## config.mk

```make
export PLATFORM = sky130hd
export DESIGN_NAME = hcbp_queue
export DESIGN_NICKNAME = d
export VERILOG_FILES = /design/src/rtl/core/hcbp_pkg.sv /design/src/rtl/core/hcbp_queue.sv
export SDC_FILE = /design/constraint.sdc
export NUM_CORES = 1
export LEC_CHECK = 0
export ABC_AREA = 0
export BUFFER_PORTS_ARGS = -buffer_cell sky130_fd_sc_hd__buf_2
export CAP_MARGIN = 0
export CELL_PAD_IN_SITES_DETAIL_PLACEMENT = 0
export CELL_PAD_IN_SITES_GLOBAL_PLACEMENT = 1
export CORE_ASPECT_RATIO = 1.25
export CORE_MARGIN = 1.5
export CORE_UTILIZATION = 54
export DETAILED_ROUTE_END_ITERATION = 7
export GPL_TIMING_DRIVEN = 0
export MAX_ROUTING_LAYER = met4
export PLACE_DENSITY_LB_ADDON = 0.2
export SYNTH_ARGS = -nofsm -noshare
export SYNTH_HDL_FRONTEND = slang
export SYNTH_SLANG_ARGS = --single-unit
```

## constraint.sdc

```tcl
create_clock -name clk -period 5.7 [get_ports clk]
set_input_delay 1.14 -clock clk [delete_from_list [all_inputs] [get_ports clk]]
set_output_delay 1.14 -clock clk [all_outputs]
set_load 0.005 [all_outputs]
```

## src/rtl/core/hcbp_pkg.sv

```systemverilog
// ----------------------------------------------------------------------------
// hcbp_pkg: shared types and constants of the Huffman code bit packer
// Beat payloads, operation codes and the entry format of the byte queue.
// ----------------------------------------------------------------------------
package hcbp_pkg;

	localparam logic [1:0] OP_LOAD   = 2'd0;
	localparam logic [1:0] OP_ENCODE = 2'd1;
	localparam logic [1:0] OP_FINISH = 2'd2;

	localparam int unsigned LEN_W   = 6;
	localparam int unsigned WORD_W  = 32;
	localparam int unsigned PEND_W  = 7;
	localparam int unsigned CNT_W   = 3;
	localparam int unsigned QBYTES  = 4;
	localparam int unsigned NB_W    = 3;
	localparam int unsigned QDEPTH  = 4;
	localparam int unsigned QPTR_W  = $clog2(QDEPTH);
	localparam int unsigned QCNT_W  = $clog2(QDEPTH + 1);

	typedef struct packed {
		logic [1:0]        op;
		logic [7:0]        symbol;
		logic [WORD_W-1:0] code_bits;
		logic [LEN_W-1:0]  code_len;
	} item_t;

	typedef struct packed {
		logic [7:0] out_byte;
		logic       last;
	} result_t;

	typedef struct packed {
		logic [8*QBYTES-1:0] data;
		logic [NB_W-1:0]     nbytes;
	} qentry_t;

	typedef struct packed {
		logic    valid;
		qentry_t entry;
	} qpush_t;

	typedef struct packed {
		logic    valid;
		logic    full;
		qentry_t entry;
	} qstat_t;

endpackage

```

## src/rtl/core/hcbp_queue.sv

```systemverilog
// ----------------------------------------------------------------------------
// hcbp_queue: short queue between the packer and the byte serialiser
// Holds groups of packed bytes so that either side may stall on its own.
// ----------------------------------------------------------------------------
module hcbp_queue
	import hcbp_pkg::*;
(
	input  logic   clk,
	input  logic   arst_n,
	input  qpush_t push,
	input  logic   pop,
	output qstat_t stat
);
	qentry_t             slot_q [QDEPTH];
	logic [QPTR_W-1:0]   wr_ptr_q;
	logic [QPTR_W-1:0]   rd_ptr_q;
	logic [QCNT_W-1:0]   count_q;
	logic                do_pop;

	assign stat.valid = (count_q != '0);
	assign stat.full  = (count_q == QCNT_W'(QDEPTH));
	assign stat.entry = slot_q[rd_ptr_q];
	assign do_pop     = pop && stat.valid;

	always_ff @(posedge clk) begin
		if (push.valid) begin
			slot_q[wr_ptr_q] <= push.entry;
		end
	end

	always_ff @(posedge clk or negedge arst_n) begin
		if (!arst_n) begin
			wr_ptr_q <= '0;
			rd_ptr_q <= '0;
			count_q  <= '0;
		end else begin
			if (push.valid) begin
				wr_ptr_q <= wr_ptr_q + QPTR_W'(1);
			end
			if (do_pop) begin
				rd_ptr_q <= rd_ptr_q + QPTR_W'(1);
			end
			if (push.valid && !do_pop) begin
				count_q <= count_q + QCNT_W'(1);
			end else if (!push.valid && do_pop) begin
				count_q <= count_q - QCNT_W'(1);
			end
		end
	end

`ifndef SYNTHESIS
	a_no_overflow: assert property (@(posedge clk) disable iff (!arst_n)
		push.valid |-> !stat.full)
		else $error("Byte queue written while full.");

	a_count_range: assert property (@(posedge clk) disable iff (!arst_n)
		count_q <= QCNT_W'(QDEPTH))
		else $error("Byte queue count out of range.");

	a_entry_nonempty: assert property (@(posedge clk) disable iff (!arst_n)
		push.valid |-> (push.entry.nbytes != '0 && push.entry.nbytes <= NB_W'(QBYTES)))
		else $error("Byte queue entry with no bytes or too many.");
`endif

endmodule

```

==> results.tsv <==
stage	metric	value	unit
grt	initial antenna violation count	0	
sta	Rel. slew slack	69.1	%
place	pre-CTS setup slack	3.14	ns
synthesis	Seq/Total Area, Yosys	79.6	%
place	Buffers on Ports	75	
synthesis	Most used DFF post-synth	edfxtp_1	
synthesis	Syn Inst Count	217	
cts	Clock transition at path regs	0.05	ns
setup_path	Req. time, crit path	4.56	ns
cts	H-tree depth	4	
synthesis	post-synth top area share	76.4	%
drt	Via density	5.45	
sta	Hold Fails Final Rpt	0	
sta	final setup vio count	0	
sta	measured slew at the worst slew-check pin	0.464	ns
cts	CTS-repair resized insts	0	
drt	initial drt markers	165	
setup_path	crit-path cells	buf_2 > buf_2 > mux4_2 > buf_2	
synthesis	FFs w/ async S/R, synth	4.76	%
cts	clk buf depth	2	
place	HPWL after detailed placement	5690	um
sta	Pins Over Slew Limit	0	
floorplan	Die Wd	93.3	um
cts	number of CTS-inserted buffers	17	
status	status	finished clean	
cts	hold_buf cts	0	
synthesis	Syn Area/Cell	25.4	um^2
synthesis	Syn. warnings	0	
drt	DR WL/cell	20.1	um
sta	RSZ-0062 raised after global routing	false	
floorplan	I/O pins	76	
cts	post-CTS setup buffer count	0	
floorplan	Die H	116	um
synthesis	Post-synth EDFFs	140	
pwr	Lkg Pwr	2.36	nW
pwr	IR drop worst, VDD	0.296	mV
drt	DRC Markers	0	
setup_path	Crit. End Element	output port	
grt	Global Route Usage Sum	19.1	%
grt	vias in the first global route	2646	
setup_path	Setup CP Type	register to output port	
cts	Clk Latency, worst-skew pair	0.41	ns
cells_and_area	layout cells sized above 1	43.7	%
grt	global-route wire length before repair	14100	um
setup_path	Crit path top cell by count	buf_2	
sta	Tmin final	2.95	ns
job	Max Cap Viol	0	
synthesis	main area contributors after synthesis	edfxtp_1 (76%), mux4_2 (11%), mux4_1 (3.3%), dfrtp_1 (3.2%), ha_1 (1.1%)	
setup_path	critical path's largest stage delay	0.36	ns
drt	Final ANT Viol Nets	0	
grt	pin count of the biggest net entering global routing	27	
sta	Sum Neg Setup Slack	0	ns
synthesis	most common cell in the netlist	edfxtp_1	
synthesis	Synth area leader	edfxtp_1	
drt	drt total wl	9110	um
cts	clk sink count	147	
floorplan	area of the core	0.0100	mm^2
setup_path	worst path arrival time	1.81	ns
synthesis	syn_nets	262	
sta	setup ws final	2.75	ns
pwr	pwr/cell area	509	mW/mm^2
setup_path	Worst path slowest cell	mux4_2	
sta	Final period util	51.7	%
cts	clock tree root buffer cell	clkbuf_16	
hold_path	worst hold path class	register to register	
floorplan	full die area	0.0108	mm^2
synthesis	synth cell count leaders	edfxtp_1 (140), mux4_2 (28), dfrtp_1 (7), mux4_1 (7), ha_1 (5)	
synthesis	Cell Area, Synth	0.00550	mm^2
floorplan	Starting Density	55.0	%
floorplan	row count	41	
place	routability congestion estimate	0.655	
cts	TritonCTS clock tree	done	
drt	drt first pass iters	4	
sta	fmax	339	MHz
cells_and_area	antenna fix cells	0	
synthesis	synth unique cells	20	
cells_and_area	Final Net Count	360	
sta	clk_skew	0.00707	ns
synthesis	#FFs+latches synth	147	
setup_path	Critical Path Fanout Max	10	
drt	routed vias	2475	
cells_and_area	P&R area growth vs syn	20.5	%
grt	global route overflow	0	
setup_path	Startpoint Class	register	
==> cells by family (layout without fill, tap and decap cells) <==
family | Yosys count | in the layout | share of synthesized area [%]
compound gates | 1 | 1 | 0.0909
xor+xnor | 6 | 6 | 0.955
fa+ha+maj | 6 | 6 | 1.50
buf+inv | 11 | 119 | 1.86
flops | 147 | 147 | 79.6
mux | 36 | 36 | 15.0
simple gates | 10 | 10 | 1.00
==> stage by stage <==
step,hold slack [ns],cell area (um^2),utilization [%],cells,total power [mW]
global placement,0.464,6040,60.4,421,2.42
global route,0.514,6630,66.3,454,3.54
floorplan,0.447,5500,-,217,2.09
detailed placement,0.483,6120,61.2,425,2.47
CTS,0.494,6630,66.3,454,3.43
finish,0.490,6630,66.3,454,3.38
==> path summary, 6_finish.rpt <==
kind / startpoint / cells past startpoint / slack [ns] / endpoint
setup / recovery: rd_ptr_q[1]$_DFFE_PN0P_ / 4 / 2.75 / stat[10]
hold / removal: count_q[2]$_DFFE_PN0P_ / 1 / 0.49 / count_q[2]$_DFFE_PN0P_
setup reg to reg: count_q[0]$_DFFE_PN0P_ / 8 / 3.56 / count_q[2]$_DFFE_PN0P_
hold reg to reg: count_q[2]$_DFFE_PN0P_ / 1 / 0.49 / count_q[2]$_DFFE_PN0P_
max in group asynchronous: arst_n / 1 / 4.97 / count_q[0]$_DFFE_PN0P_
min in group asynchronous: arst_n / 1 / 0.56 / count_q[2]$_DFFE_PN0P_
==> metal layers <==
layer	global-route usage (%)	up-vias	part of all wire, %
met1	22.1	1276	42
met5	-	-	0
met4	7.88	0	0.91
li1	-	1121	-
met2	31.5	71	53
met3	5.45	7	4.6
==> power by group <==
part           total [mW]  switching (mW)  internal [mW]
sequential           1.48          0.0578           1.42
combinational       0.944           0.448          0.496
clock               0.956           0.371          0.585
total                3.38           0.877           2.50
==> placed cells by master (no fill, tap or decap) <==
master     netlist  routed
edfxtp_1       140     140
buf_2            4      79
mux4_2          28      28
clkbuf_16        0      17
buf_12           3       7
mux4_1           7       7
dfrtp_1          7       7
ha_1             5       5
and2_2           0       4
clkbuf_1         0       4
inv_1            3       3
xnor2_1          3       3
xor2_1           3       3
clkinv_1         0       3
clkinv_2         0       3
nand2_1          2       2
buf_6            1       1
or3_1            1       1
nor3b_1          1       1
mux2_2           1       1
o21ai_0          1       1
nand3_1          1       1
nor2_1           1       1
fa_1             1       1
bufinv_16        0       1
clkinv_4         0       1
==> cell type report <==
cell class                 instances  area, um^2
clock inverter                     8        65.1
fill                             675        3370
sequential                       147        4380
clock buffer                      21         440
tap                              129         161
buffer                             8        91.3
timing repair buffer              79         455
inverter                           3        11.3
multi-input combinational         59        1030
==> sequential cells by signal, indices dropped and copies added (netlist names) <==
signal    count
count_q       3
rd_ptr_q      2
wr_ptr_q      2
slot_q      140
==> worst max-delay path: cells and delay by family, from the launching register on <==
kind | cells | cell delay (ns)
buffers and inverters | 3 | 0.72
DFF | 1 | 0.33
muxes | 1 | 0.36
(Power assumes the default switching activity.)
