[config.mk]
export PLATFORM = sky130hd
export DESIGN_NAME = hcbp_back_flat
export DESIGN_NICKNAME = d
export VERILOG_FILES = /design/src/rtl/core/hcbp_pkg.sv /design/src/rtl/core/hcbp_stream_if.sv /design/src/rtl/core/hcbp_back.sv /design/src/flat_wrapper.sv
export SDC_FILE = /design/constraint.sdc
export NUM_CORES = 1
export LEC_CHECK = 0
export BUFFER_PORTS_ARGS = -buffer_cell sky130_fd_sc_hd__buf_2
export CAP_MARGIN = 10
export CELL_PAD_IN_SITES_DETAIL_PLACEMENT = 0
export CELL_PAD_IN_SITES_GLOBAL_PLACEMENT = 2
export CORE_MARGIN = 5
export CORE_UTILIZATION = 13
export DETAILED_ROUTE_END_ITERATION = 6
export GPL_ROUTABILITY_DRIVEN = 0
export GPL_TIMING_DRIVEN = 0
export PLACE_DENSITY = 0.83
export SLEW_MARGIN = 20
export SYNTH_ARGS = -nofsm -noshare
export SYNTH_HDL_FRONTEND = slang
export SYNTH_SLANG_ARGS = --single-unit
[constraint.sdc]
create_clock -name clk -period 1.7 [get_ports clk]
set_clock_uncertainty 0.05 [all_clocks]
set_input_delay 0.34 -clock clk [delete_from_list [all_inputs] [get_ports clk]]
set_output_delay 0.34 -clock clk [all_outputs]
set_load 0.02 [all_outputs]
[src/rtl/core/hcbp_pkg.sv]
// ----------------------------------------------------------------------------
// hcbp_pkg: shared types and constants of the Huffman code bit packer
// Beat payloads, operation codes and the entry format of the byte queue.
// ----------------------------------------------------------------------------
package hcbp_pkg;

	localparam logic [1:0] OP_LOAD   = 2'd0;
	localparam logic [1:0] OP_ENCODE = 2'd1;
	localparam logic [1:0] OP_FINISH = 2'd2;

	localparam int unsigned LEN_W   = 6;
	localparam int unsigned WORD_W  = 32;
	localparam int unsigned PEND_W  = 7;
	localparam int unsigned CNT_W   = 3;
	localparam int unsigned QBYTES  = 4;
	localparam int unsigned NB_W    = 3;
	localparam int unsigned QDEPTH  = 4;
	localparam int unsigned QPTR_W  = $clog2(QDEPTH);
	localparam int unsigned QCNT_W  = $clog2(QDEPTH + 1);

	typedef struct packed {
		logic [1:0]        op;
		logic [7:0]        symbol;
		logic [WORD_W-1:0] code_bits;
		logic [LEN_W-1:0]  code_len;
	} item_t;

	typedef struct packed {
		logic [7:0] out_byte;
		logic       last;
	} result_t;

	typedef struct packed {
		logic [8*QBYTES-1:0] data;
		logic [NB_W-1:0]     nbytes;
	} qentry_t;

	typedef struct packed {
		logic    valid;
		qentry_t entry;
	} qpush_t;

	typedef struct packed {
		logic    valid;
		logic    full;
		qentry_t entry;
	} qstat_t;

endpackage

[src/rtl/core/hcbp_stream_if.sv]
// ----------------------------------------------------------------------------
// hcbp_stream_if: valid/ready channel
// Carries one beat of the payload type given at instantiation.
// ----------------------------------------------------------------------------
interface hcbp_stream_if #(
	parameter type payload_t = logic
);
	logic     valid;
	logic     ready;
	payload_t data;

	modport source (output valid, output data, input ready);
	modport sink (input valid, input data, output ready);
endinterface

[src/rtl/core/hcbp_back.sv]
// ----------------------------------------------------------------------------
// hcbp_back: byte serialiser
// Sends the bytes of each queue entry one beat at a time, marking the last.
// ----------------------------------------------------------------------------
module hcbp_back
	import hcbp_pkg::*;
(
	input  logic           clk,
	input  logic           arst_n,
	input  qstat_t         stat,
	output logic           pop,
	hcbp_stream_if.source  result
);
	logic [8*QBYTES-1:0] data_q;
	logic [NB_W-1:0]     left_q;
	logic                valid_q;
	logic                take;
	result_t             res;

	assign take = result.valid && result.ready;
	assign pop  = stat.valid && (!valid_q || (take && left_q == NB_W'(1)));

	assign res.out_byte = data_q[8*QBYTES-1 -: 8];
	assign res.last     = (left_q == NB_W'(1));
	assign result.data  = res;
	assign result.valid = valid_q;

	always_ff @(posedge clk) begin
		if (pop) begin
			data_q <= stat.entry.data;
		end else if (take) begin
			data_q <= {data_q[8*QBYTES-9:0], 8'd0};
		end
	end

	always_ff @(posedge clk or negedge arst_n) begin
		if (!arst_n) begin
			valid_q <= 1'b0;
			left_q  <= '0;
		end else begin
			if (pop) begin
				valid_q <= 1'b1;
				left_q  <= stat.entry.nbytes;
			end else if (take) begin
				left_q <= left_q - NB_W'(1);
				if (left_q == NB_W'(1)) begin
					valid_q <= 1'b0;
				end
			end
		end
	end

`ifndef SYNTHESIS
	a_left_live: assert property (@(posedge clk) disable iff (!arst_n)
		valid_q |-> (left_q != '0))
		else $error("Serialiser holds a beat with no bytes left.");

	a_last_drops: assert property (@(posedge clk) disable iff (!arst_n)
		(take && res.last && !stat.valid) |=> !valid_q)
		else $error("Serialiser kept sending after the last byte.");

	a_hold_on_stall: assert property (@(posedge clk) disable iff (!arst_n)
		(valid_q && !result.ready) |=> (valid_q && $stable(left_q)))
		else $error("Serialiser advanced while the receiver stalled.");
`endif

endmodule

[src/flat_wrapper.sv]
// flat-port wrapper written by rule: the top's interface ports become plain ports
module hcbp_back_flat import hcbp_pkg::*;
  (clk, arst_n, stat, pop, result_valid, result_data, result_ready);
  hcbp_stream_if result_i ();
  input  logic clk;
  input  logic arst_n;
  input  qstat_t stat;
  output logic pop;
  output wire logic [$bits(result_i.valid)-1:0] result_valid;
  output wire logic [$bits(result_i.data)-1:0] result_data;
  input wire logic [$bits(result_i.ready)-1:0] result_ready;
  assign result_valid = result_i.valid;
  assign result_data = result_i.data;
  assign result_i.ready = result_ready;
  hcbp_back u_core (.clk(clk), .arst_n(arst_n), .stat(stat), .pop(pop), .result(result_i));
endmodule
==> summary.md, run 1 <==
| Metric | Value |
|---|---|
| Crit path to | `pop` |
| Final wirelength | `approximately 770 microns` |
| Die Height | `58.9 microns` |
| Slew Limit Headroom | `approximately four fifths` |
| Register area share after synthesis | `32.3%` |
| Vias in the first global route | `329` |
| Worst path setup slack after routing | `-0.0782 ns` |
| # DRC | `0` |
| Post-synthesis average cell area | `10.0 sq um` |
| P per Cell Area | `1360 nW/um^2` |
| Synthesized net count | `73` |
| Max clock buf depth | `2` |
| Outcome | `complete, but fails checks` |
| WHS Path Cells | `2` |
| Horiz. Die Dim | `58.9 microns` |
| Yosys cell types | `21` |
| Number of placement rows | `17` |
| Crit path required time | `about 1.3 ns` |
| Highest ir drop seen on vdd | `0.000473 V` |
| Leading cell types by total area after synthesis | `sky130_fd_sc_hd__dfrtp_1 32%, sky130_fd_sc_hd__ha_1 8.1%, sky130_fd_sc_hd__a21bo_1 6.5%` |
| Final core utilization | `21.5%` |
| Number of pins exceeding their max-slew limit in the final report | `0` |
| Commonest non-fill, non-tap cells in the layout | `8 x sky130_fd_sc_hd__buf_2, 5 x sky130_fd_sc_hd__buf_4, 4 x sky130_fd_sc_hd__dfrtp_1` |
| Layout Nets | `92` |
| Most frequent standard cell in the layout excluding fill and tap cells | `sky130_fd_sc_hd__buf_2` |
| Worst Path Arrival | `1.39 ns` |
| Number of stages on the worst setup path | `6` |
| TritonCTS clock tree | `done` |
| Max FO, Critical Path | `2` |
| Total global-route track usage | `5.16%` |
| Origin of the critical flop-to-flop path | `u_core.left_q[0]` |
| Nature of the critical path startpoint | `register` |
| Cell chosen for the clock root | `sky130_fd_sc_hd__clkbuf_4` |
| Slew at the pin with the worst max-slew slack | `0.271 ns` |
| Family of cells with the greatest summed delay on the critical path | `flip-flops` |
| Area delta synth->final | `56.0%` |
| Max Clk Rate | `0.562 GHz` |
| Insertion delay to the later sink of the worst-skew pair | `roughly 0.23 ns` |
| Worst-case hold slack | `0.317 ns` |
| Via total after detailed routing | `305` |
| LEAKAGE | `between 0.2 and 0.25 nW` |
| Number of diodes added for antenna fixing | `0` |
| Cells after synthesis | `31` |
| Failing checks | `setup timing` |
| Fraction of post-synthesis cell area in the top cell type by area | `about a third` |
| Half-perimeter wire length after detailed placement | `just under 600 microns` |
| Critical path capture point type | `output port` |
| Worst setup path start | `u_core.left_q[1]` |
| Placeable core region | `2250 sq um` |
| Post-synthesis instance area | `310 sq um` |
| Vias/cell | `4.01` |
| Seq cells post-synth | `4` |
| Initial standard-cell utilization of the core | `between 10% and 20%` |
| Reg-to-reg slack, setup | `0.28 ns` |
| Dominant cell type by area after synthesis | `sky130_fd_sc_hd__dfrtp_1` |
| Number of levels the H-tree was split into | `1` |
| Number of design-rule violations left by the first detailed-router iteration | `1` |
| Top Ports | `43` |
| Final Hold Fails | `0` |
| Setup slack at placement | `-0.00544 ns` |
| Total clock buffers created by CTS | `3` |
| Kind of critical path | `reg2out` |
| Worst path cell trace | `inv_2 -> ha_4 -> nor2b_4 -> a21bo_1 -> and2_4 -> buf_6` |
| Detailed-routing iteration count for the pre-antenna-repair pass | `2` |
| Endpoints failing setup | `1` |
| Minimum clock period | `about 1.8 ns` |
| Post-CTS clock slew at the launch and capture registers of the worst setup and hold paths | `0.04 ns` |
| Routed WL per cell | `10.1 microns` |
| Share of final-layout standard cells stronger than drive strength 1 | `47.9%` |
| Critical Path Max Stage Delay | `0.36 ns` |
| Buffers on Ports | `8` |
| Antenna violation net count after detailed routing | `0` |
| RSZ-0062 raised after global routing | `true` |
| Initial antenna violation count | `0` |
| Max capacitance violation total | `0` |
| Largest net degree at the start of global routing | `11` |
| Cell depth of the worst flop-to-flop path | `6` |
| Count of buffer and inverter cells on the critical path | `2` |
| Worst reg2reg endpoint | `u_core.left_q[2]` |
| Count of warnings emitted by yosys | `0` |
| Number of sinks on the clock net | `4` |
| Floorplan die area | `3460 sq um` |
| Wire length of the first global-routing pass | `around 1400 microns` |
| Overflow left after global routing | `0` |
| Ratio of final minimum period to clock period | `105%` |
| Hold WC Path Type | `in2reg` |
| Highest-delay cell along the critical path | `sky130_fd_sc_hd__dfrtp_1` |
==> routing by layer <==
layer	GRT usage (%)	vias to the layer above	part of all wire, %
met4	3.88	0	0
met2	8.20	5	53
met3	1.32	0	3.7
met1	5.86	150	43
li1	-	150	-
met5	0	-	0
==> flip-flops by register name, summed over array words and instances (netlist names) <==
signal / count
u_core.left_q: 3
u_core.result.valid: 1
==> logic make-up (layout without fill, tap and decap cells) <==
logic type | Yosys count | in the layout | share of synthesized area, %
AND/OR/NAND/NOR | 11 | 11 | 23.4
AO/OA/AOI/OAI | 9 | 9 | 25.4
adder cells (fa/ha/maj) | 2 | 2 | 8.06
flip-flops | 4 | 4 | 32.3
multiplexers | 2 | 2 | 6.85
buffers and inverters | 3 | 20 | 4.03
==> how the worst min path moves through the flow <==
stage          slack, ns         start                to
2_1_floorplan     -0.006        arst_n  u_core.left_q[0]
3_3_place_gp        0.10        arst_n  u_core.left_q[1]
3_5_place_dp        0.10        arst_n  u_core.left_q[1]
4_1_cts             0.31  result_ready  u_core.left_q[1]
5_1_grt             0.33  result_ready  u_core.left_q[1]
6_report            0.32  result_ready  u_core.left_q[1]
==> layout make-up <==
class / instances / area, sq um
repair buffers: 14 / 93.8
well taps: 28 / 35.0
flip-flops and latches: 4 / 100
fillers: 272 / 1770
plain buffers: 1 / 5.00
multi-input cells: 24 / 220
clock buffers: 3 / 22.5
inverters: 2 / 7.51
==> power by group <==
part	internal, mW	switching, mW
clock network	0.0788	0.0356
registers	0.135	0.0499
logic	0.204	0.156
total	0.418	0.242
==> worst reg2reg max path, stage by stage, from the launching register on <==
cell	delay, ns
sky130_fd_sc_hd__dfrtp_1	0.37
sky130_fd_sc_hd__buf_4	0.13
sky130_fd_sc_hd__inv_1	0.05
sky130_fd_sc_hd__ha_1	0.19
sky130_fd_sc_hd__and3_1	0.21
sky130_fd_sc_hd__a211oi_2	0.23
sky130_fd_sc_hd__a221oi_2	0.05
==> synthesized netlist by cell type <==
cell	instances
sky130_fd_sc_hd__o221ai_1	1
sky130_fd_sc_hd__mux2_1	1
sky130_fd_sc_hd__nand3b_1	1
sky130_fd_sc_hd__buf_2	1
sky130_fd_sc_hd__dfrtp_1	4
sky130_fd_sc_hd__or3b_1	1
sky130_fd_sc_hd__a21bo_1	2
sky130_fd_sc_hd__nand2b_1	2
sky130_fd_sc_hd__ha_1	2
sky130_fd_sc_hd__and3_1	1
sky130_fd_sc_hd__nor2b_1	2
sky130_fd_sc_hd__a221oi_2	1
sky130_fd_sc_hd__a21oi_1	2
sky130_fd_sc_hd__and2_1	1
sky130_fd_sc_hd__mux2i_1	1
sky130_fd_sc_hd__and4b_1	1
sky130_fd_sc_hd__o22ai_1	2
sky130_fd_sc_hd__nand3_1	1
sky130_fd_sc_hd__inv_1	2
sky130_fd_sc_hd__nand2_1	1
sky130_fd_sc_hd__a211oi_2	1
==> timing repair <==
action                     CTS  global route
hold buffers                 1             0
setup buffers                5             0
hold endpoints to repair     4             0
setup endpoints to repair    1             1
pin swaps                    2             0
resized for setup            6             0
==> through the flow <==
step / power [mW] / cell area, sq um / std cells / setup TNS, ns
after detailed placement: 0.446 / 393 / 67 / -0.00544
after global routing: 0.718 / 484 / 76 / -0.129
final: 0.660 / 484 / 76 / -0.0782
after CTS: 0.669 / 484 / 76 / -0.0898
after global placement: 0.441 / 393 / 67 / -0.0123
after floorplan: 0.381 / 318 / 31 / 0
Note: power is estimated with default switching activity, not from simulation.
==> inputs of run 2 (changes only) <==
CELL_PAD_IN_SITES_GLOBAL_PLACEMENT = 1   (was 2)
CORE_UTILIZATION = 17   (was 13)
GPL_TIMING_DRIVEN = not set   (was 0)
PLACE_DENSITY = 0.8   (was 0.83)
==> summary.md, run 2 (synthesis gave the netlist of run 1 again) <==
| Metric | Value |
|---|---|
| Outcome | `complete, but fails checks` |
| Failing checks | `setup timing` |
| Fillcell total | `just over 200` |
| Endpoints failing setup | `1` |
| Terminating pin of the worst hold path | `u_core.left_q[1]` |
| Critical path capture point type | `output port` |
| Horiz. Die Dim | `52.7 microns` |
| Insertion delay to the later sink of the worst-skew pair | `approximately 0.23 ns` |
| # DRC | `0` |
| Final wirelength | `835 microns` |
| Vias in the first global route | `between 300 and 400` |
| TritonCTS clock tree | `done` |
| Setup TNS after final layout | `-0.0909 ns` |
| Share of power burned in the clock network | `17.0%` |
| Number of sinks on the clock net | `4` |
| Power share of the combinational group | `approximately 55%` |
| Hold WC Path Type | `in2reg` |
| Ratio of final minimum period to clock period | `105%` |
| Via total after detailed routing | `roughly 310` |
| Initial standard-cell utilization of the core | `between 15 and 20%` |
| Worst-case hold slack | `0.322 ns` |
| Initial antenna violation count | `0` |
| Highest-delay cell along the critical path | `sky130_fd_sc_hd__dfrtp_1` |
| Area delta synth->final | `57.3%` |
| Final Hold Fails | `0` |
| Post-CTS clock slew at the launch and capture registers of the worst setup and hold paths | `0.03 ns` |
| Critical Path Max Stage Delay | `0.41 ns` |
| Setup slack at placement | `roughly 0.061 ns` |
| Number of design-rule violations left by the first detailed-router iteration | `3` |
| Cell depth of the worst flop-to-flop path | `6` |
| Net Sw Power | `248 uW` |
| Number of flip-flops in the largest register | `3` |
| Number of placement rows | `15` |
| Worst path setup slack after routing | `-0.0909 ns` |
| Half-perimeter wire length after detailed placement | `579 microns` |
| Most flops, register | `u_core.left_q` |
| Largest net degree at the start of global routing | `10` |
| Vias/cell | `4.22` |
| Total global-route track usage | `about 6.6%` |
| Worst reg2reg endpoint | `u_core.left_q[2]` |
| Slew Limit Headroom | `83.6%` |
| Commonest non-fill, non-tap cells in the layout | `8 x sky130_fd_sc_hd__buf_2, 6 x sky130_fd_sc_hd__buf_4, 4 x sky130_fd_sc_hd__dfrtp_1` |
| Wire length of the first global-routing pass | `1280 microns` |
| Share of final-layout standard cells stronger than drive strength 1 | `about 50%` |
| Slew at the pin with the worst max-slew slack | `0.246 ns` |
| Most frequent standard cell in the layout excluding fill and tap cells | `sky130_fd_sc_hd__buf_2` |
| Reg-to-reg slack, setup | `0.20 ns` |
| RSZ-0062 raised after global routing | `true` |
| Cell chosen for the clock root | `sky130_fd_sc_hd__clkbuf_4` |
| Total power draw | `663 uW` |
| Number of pins exceeding their max-slew limit in the final report | `0` |
| Placeable core region | `1730 sq um` |
| Total clock buffers created by CTS | `3` |
| Floorplan die area | `2780 sq um` |
| Number of diodes added for antenna fixing | `0` |
| Kind of critical path | `reg2out` |
| WHS Path Cells | `2` |
| Routed WL per cell | `11.3 microns` |
| Detailed-routing iteration count for the pre-antenna-repair pass | `2` |
| Layout Nets | `between 90 and 100` |
| Worst path cell trace | `ha_4 -> nor2b_4 -> a21bo_1 -> and2_4 -> buf_6` |
| Antenna violation net count after detailed routing | `0` |
| Number of levels the H-tree was split into | `1` |
| Startpoint of the lowest-slack hold path | `result_ready` |
| LEAKAGE | `0.244 nW` |
| Minimum clock period | `1.79 ns` |
| Proportion of power drawn by flip-flops and latches | `27.7%` |
| Buffers on Ports | `9` |
| Crit path required time | `1.31 ns` |
| Overflow left after global routing | `0` |
| Max FO, Critical Path | `2` |
| Die Height | `52.7 microns` |
| Highest ir drop seen on vdd | `0.000471 V` |
| Switching power as a share of total power | `37.4%` |
| Max capacitance violation total | `0` |
| Top Ports | `43` |
| Worst Path Arrival | `1.40 ns` |
| Origin of the critical flop-to-flop path | `u_core.left_q[0]` |
| Max clock buf depth | `2` |
| Cell Int Power | `415 uW` |
| Nature of the critical path startpoint | `register` |
| P per Cell Area | `around 1400 nW/um^2` |
| Max Clk Rate | `0.558 GHz` |
-- run 2: cell types whose count changed in the layout (fill, tap and decap cells not counted) --
cell / change
sky130_fd_sc_hd__buf_4: +1
-- run 2: worst max-delay path by stage --
stage / to / startpoint / cells past startpoint
after CTS: pop / u_core.left_q[0] / 5
after floorplan: pop / u_core.left_q[1] / 5
final: pop / u_core.left_q[0] / 5
after detailed placement: pop / u_core.left_q[0] / 5
after global routing: pop / u_core.left_q[1] / 6
after global placement: pop / u_core.left_q[0] / 5
-- run 2: worst max-delay path: cells and delay by family (launching register included) --
family | cells | cell delay [ns]
simple gates | 2 | 0.28
fa+ha+maj | 1 | 0.17
compound gates | 1 | 0.19
buf+inv | 1 | 0.12
flops | 1 | 0.41
-- run 2: final cells by class --
type	instances	area, sq um	area share (%)
clock buffers	3	22.5	4.62
inverters	2	7.51	1.54
multi-input cells	24	220	45.1
flip-flops and latches	4	100	20.5
well taps	25	31.3	6.41
repair buffers	16	106	21.8
-- run 2: timing repair --
action | in CTS | in global routing
endpoints found under the setup margin | 1 | 1
setup buffers | 3 | 0
cloned | 0 | 0
hold buffers | 1 | 0
hold endpoints to repair | 4 | 0
pin swaps | 1 | 0
resized for setup | 6 | 0
-- run 2: per-layer routing --
layer	vias to the layer above	global-route usage (%)	wire, microns
met4	0	6.81	0
met2	8	9.71	459
li1	153	-	-
met1	151	6.62	319
met5	-	0	0
met3	0	2.85	56
-- run 2: power groups by stage --
stage	combinational, mW	clock [mW]	sequential, mW
after floorplan	0.201	0	0.180
after global placement	0.286	0	0.178
after detailed placement	0.293	0	0.180
after CTS	0.362	0.120	0.182
after global routing	0.401	0.124	0.191
final	0.366	0.113	0.184
-- run 2: stage by stage --
step / cell area (sq um) / util, % / std cells
2_1_floorplan: 318 / - / 31
3_3_place_gp: 412 / 23.8 / 67
3_5_place_dp: 412 / 23.8 / 67
4_1_cts: 488 / 28.3 / 74
5_1_grt: 488 / 28.3 / 74
6_report: 488 / 28.3 / 74
==> inputs of run 3 (changes only) <==
ABC_AREA = 1   (was not set)
CORE_UTILIZATION = 15   (was 17)
==> summary.md, run 3 <==
| Metric | Value |
|---|---|
| Outcome | `complete, no violations` |
| Number of flip-flops in the largest register | `3` |
| Placeable core region | `roughly 1800 sq um` |
| Number of levels the H-tree was split into | `1` |
| Proportion of power drawn by flip-flops and latches | `roughly 30%` |
| Dominant register cell in the synthesized netlist | `sky130_fd_sc_hd__dfrtp_1` |
| Final wirelength | `565 microns` |
| Register area share after synthesis | `35.4%` |
| Kind of critical path | `reg2out` |
| Top Ports | `43` |
| Detailed-routing iteration count for the pre-antenna-repair pass | `1` |
| Vias/cell | `between 3 and 4` |
| Most frequent cell on the critical path | `sky130_fd_sc_hd__nand2_4` |
| Share of final-layout standard cells stronger than drive strength 1 | `between 40% and 50%` |
| Max capacitance violation total | `0` |
| Critical path capture point type | `output port` |
| Largest net degree at the start of global routing | `6` |
| Floorplan die area | `between 2000 and 3000 sq um` |
| Worst reg2reg endpoint | `u_core.left_q[0]` |
| Dominant cell type by area after synthesis | `sky130_fd_sc_hd__dfrtp_1` |
| Reg-to-reg slack, setup | `0.47 ns` |
| Number of design-rule violations left by the first detailed-router iteration | `0` |
| Cell chosen for the clock root | `sky130_fd_sc_hd__clkbuf_4` |
| Post-synthesis instance area | `283 sq um` |
| Ratio of final minimum period to clock period | `94.9%` |
| Cells after synthesis | `39` |
| Library cell with the highest instance count after synthesis | `sky130_fd_sc_hd__nand2_1` |
| Hold WC Path Type | `in2reg` |
| Initial standard-cell utilization of the core | `16.0%` |
| Horiz. Die Dim | `53.4 microns` |
| Total clock buffers created by CTS | `3` |
| Terminating pin of the worst hold path | `u_core.result.valid` |
| Endpoints failing setup | `0` |
| Nature of the critical path startpoint | `register` |
| Overflow left after global routing | `0` |
| Leading cell types by total area after synthesis | `sky130_fd_sc_hd__dfrtp_1 35%, sky130_fd_sc_hd__nand2_1 15%, sky130_fd_sc_hd__nand3_1 11%` |
| Most flops, register | `u_core.left_q` |
| Share of power burned in the clock network | `17.5%` |
| Layout Nets | `98` |
| Highest ir drop seen on vdd | `0.000542 V` |
| Worst Path Arrival | `1.22 ns` |
| Fraction of post-synthesis cell area in the top cell type by area | `35.4%` |
| Max clock buf depth | `2` |
| Via total after detailed routing | `280` |
| Most frequent standard cell in the layout excluding fill and tap cells | `sky130_fd_sc_hd__nand2_1` |
| Family of cells with the greatest summed delay on the critical path | `flip-flops` |
| Wire length of the first global-routing pass | `903 microns` |
| Number of diodes added for antenna fixing | `0` |
| Max FO, Critical Path | `4` |
| Synthesized net count | `81` |
| RSZ-0062 raised after global routing | `false` |
| WHS Path Cells | `3` |
| Switching power as a share of total power | `41.4%` |
| Yosys cell types | `12` |
| Buffers on Ports | `9` |
| Post-CTS clock slew at the launch and capture registers of the worst setup and hold paths | `around 0.030 ns` |
| Max Clk Rate | `approximately 0.62 GHz` |
| Critical Path Max Stage Delay | `about 0.43 ns` |
| Post-route cell area | `around 430 sq um` |
| Initial antenna violation count | `0` |
| Routed WL per cell | `7.15 microns` |
| Area delta synth->final | `51.3%` |
| Worst path cell trace | `ha_4 -> nand3_2 -> nand2_4 -> nand2_4 -> inv_1 -> buf_4` |
| Antenna violation net count after detailed routing | `0` |
| Startpoint of the lowest-slack hold path | `stat[36]` |
| LEAKAGE | `0.239 nW` |
| Number of pins exceeding their max-slew limit in the final report | `0` |
| Net Sw Power | `266 uW` |
| Setup TNS after final layout | `0 ns` |
| Fillcell total | `220` |
| Total global-route track usage | `4.71%` |
| Final Hold Fails | `0` |
| Number of placement rows | `15` |
| Number of sinks on the clock net | `4` |
| Minimum clock period | `1.61 ns` |
| Insertion delay to the later sink of the worst-skew pair | `roughly 0.23 ns` |
| Count of buffer and inverter cells on the critical path | `2` |
| Slew at the pin with the worst max-slew slack | `0.209 ns` |
| Origin of the critical flop-to-flop path | `u_core.left_q[1]` |
| P per Cell Area | `1500 nW/um^2` |
| FFs w/ async S/R, synth | `100%` |
| Highest-delay cell along the critical path | `sky130_fd_sc_hd__dfrtp_2` |
| TritonCTS clock tree | `done` |
| Dpl cell area | `359 sq um` |
| Cell depth of the worst flop-to-flop path | `8` |
| Seq cells post-synth | `4` |
| Final core utilization | `24.3%` |
| # DRC | `0` |
| Slew Limit Headroom | `between 80 and 90%` |
| Commonest non-fill, non-tap cells in the layout | `11 x sky130_fd_sc_hd__nand2_1, 8 x sky130_fd_sc_hd__buf_2, 6 x sky130_fd_sc_hd__inv_1, 6 x sky130_fd_sc_hd__nand3_1, 4 x sky130_fd_sc_hd__inv_2` |
| Die Height | `53.4 microns` |
| Count of warnings emitted by yosys | `0` |
| Crit path required time | `1.31 ns` |
| Post-synthesis average cell area | `around 7.3 sq um` |
| Cell Int Power | `377 uW` |
| Half-perimeter wire length after detailed placement | `between 400 and 500 microns` |
| Number of enable-type register cells in the synthesized netlist | `0` |
| Most frequent cells after synthesis | `11 x sky130_fd_sc_hd__nand2_1, 7 x sky130_fd_sc_hd__inv_1, 6 x sky130_fd_sc_hd__nand3_1` |
| Vias in the first global route | `269` |
| Power share of the combinational group | `around 52%` |
==> run 3: cell count changes after synthesis, sizes merged, moves of 2 or more <==
| cell | delta |
|---|---|
| o22ai | -2 |
| inv | +8 |
| nand3 | +6 |
| nand2b | -2 |
| a21oi | -2 |
| a21bo | -2 |
| nand2 | +12 |
| nor2b | -2 |
==> run 3: worst max path at each step <==
stage                     start   to  slack, ns  depth (start not counted)
2_1_floorplan  u_core.left_q[1]  pop       0.34                          6
3_3_place_gp   u_core.left_q[1]  pop       0.24                          7
3_5_place_dp   u_core.left_q[1]  pop       0.22                          7
4_1_cts        u_core.left_q[1]  pop      0.009                          7
5_1_grt        u_core.left_q[1]  pop       0.02                          7
6_report       u_core.left_q[0]  pop       0.09                          6
==> run 3: cells by family after synthesis <==
kind of cell	synth area share (%)
xor gates and xnor gates	3.10
and+or+nand+nor	36.3
buffers and inverters	13.3
AOI/OAI and AO/OA	3.10
adders and majority gates	8.85
DFF	35.4
==> run 3: tightest hold or removal path: stages <==
cell	delay, ns
sky130_fd_sc_hd__buf_2	0.14
sky130_fd_sc_hd__inv_2	0.05
sky130_fd_sc_hd__nand2_1	0.06
==> run 3: layer usage <==
| layer | up-vias | wire length [microns] | share of wire (%) | global-route usage [%] |
|---|---|---|---|---|
| met5 | - | 0 | 0 | 0 |
| met4 | 0 | 0 | 0 | 5.11 |
| met3 | 0 | 27 | 4.8 | 1.97 |
| met2 | 3 | 297 | 53 | 7.55 |
| met1 | 129 | 240 | 42 | 4.19 |
| li1 | 148 | - | - | - |
==> run 3: power by group through the flow <==
stage | registers, mW | clock network (mW) | logic, mW
after global routing | 0.205 | 0.124 | 0.387
after floorplan | 0.180 | 0 | 0.219
after CTS | 0.184 | 0.122 | 0.308
final | 0.194 | 0.113 | 0.336
after detailed placement | 0.184 | 0 | 0.287
after global placement | 0.182 | 0 | 0.286
==> run 3: stage by stage <==
step / setup WS, ns / std cells / hold slack [ns] / total power [mW]
after global routing: 0.0186 / 79 / 0.373 / 0.715
final: 0.0874 / 79 / 0.363 / 0.643
after global placement: 0.238 / 73 / 0.0975 / 0.468
after CTS: 0.00877 / 78 / 0.333 / 0.614
after detailed placement: 0.224 / 73 / 0.0986 / 0.471
after floorplan: 0.344 / 39 / -0.00559 / 0.399
==> run 3: timing repair <==
| item | 4_1_cts | 5_1_grt |
|---|---|---|
| buffers inserted | 1 | 1 |
| gates resized for setup | 2 | 4 |
| hold endpoints to repair | 4 | 0 |
| endpoints found under the setup margin | 1 | 1 |
| hold buffers | 1 | 0 |
==> run 3: layout make-up <==
type	instances	area [sq um]	area share [%]
inverter	10	37.5	8.77
tap	25	31.3	7.31
timing repair buffer	12	72.6	17.0
sequential	4	101	23.7
multi-input combinational	25	163	38.0
clock buffer	3	22.5	5.26
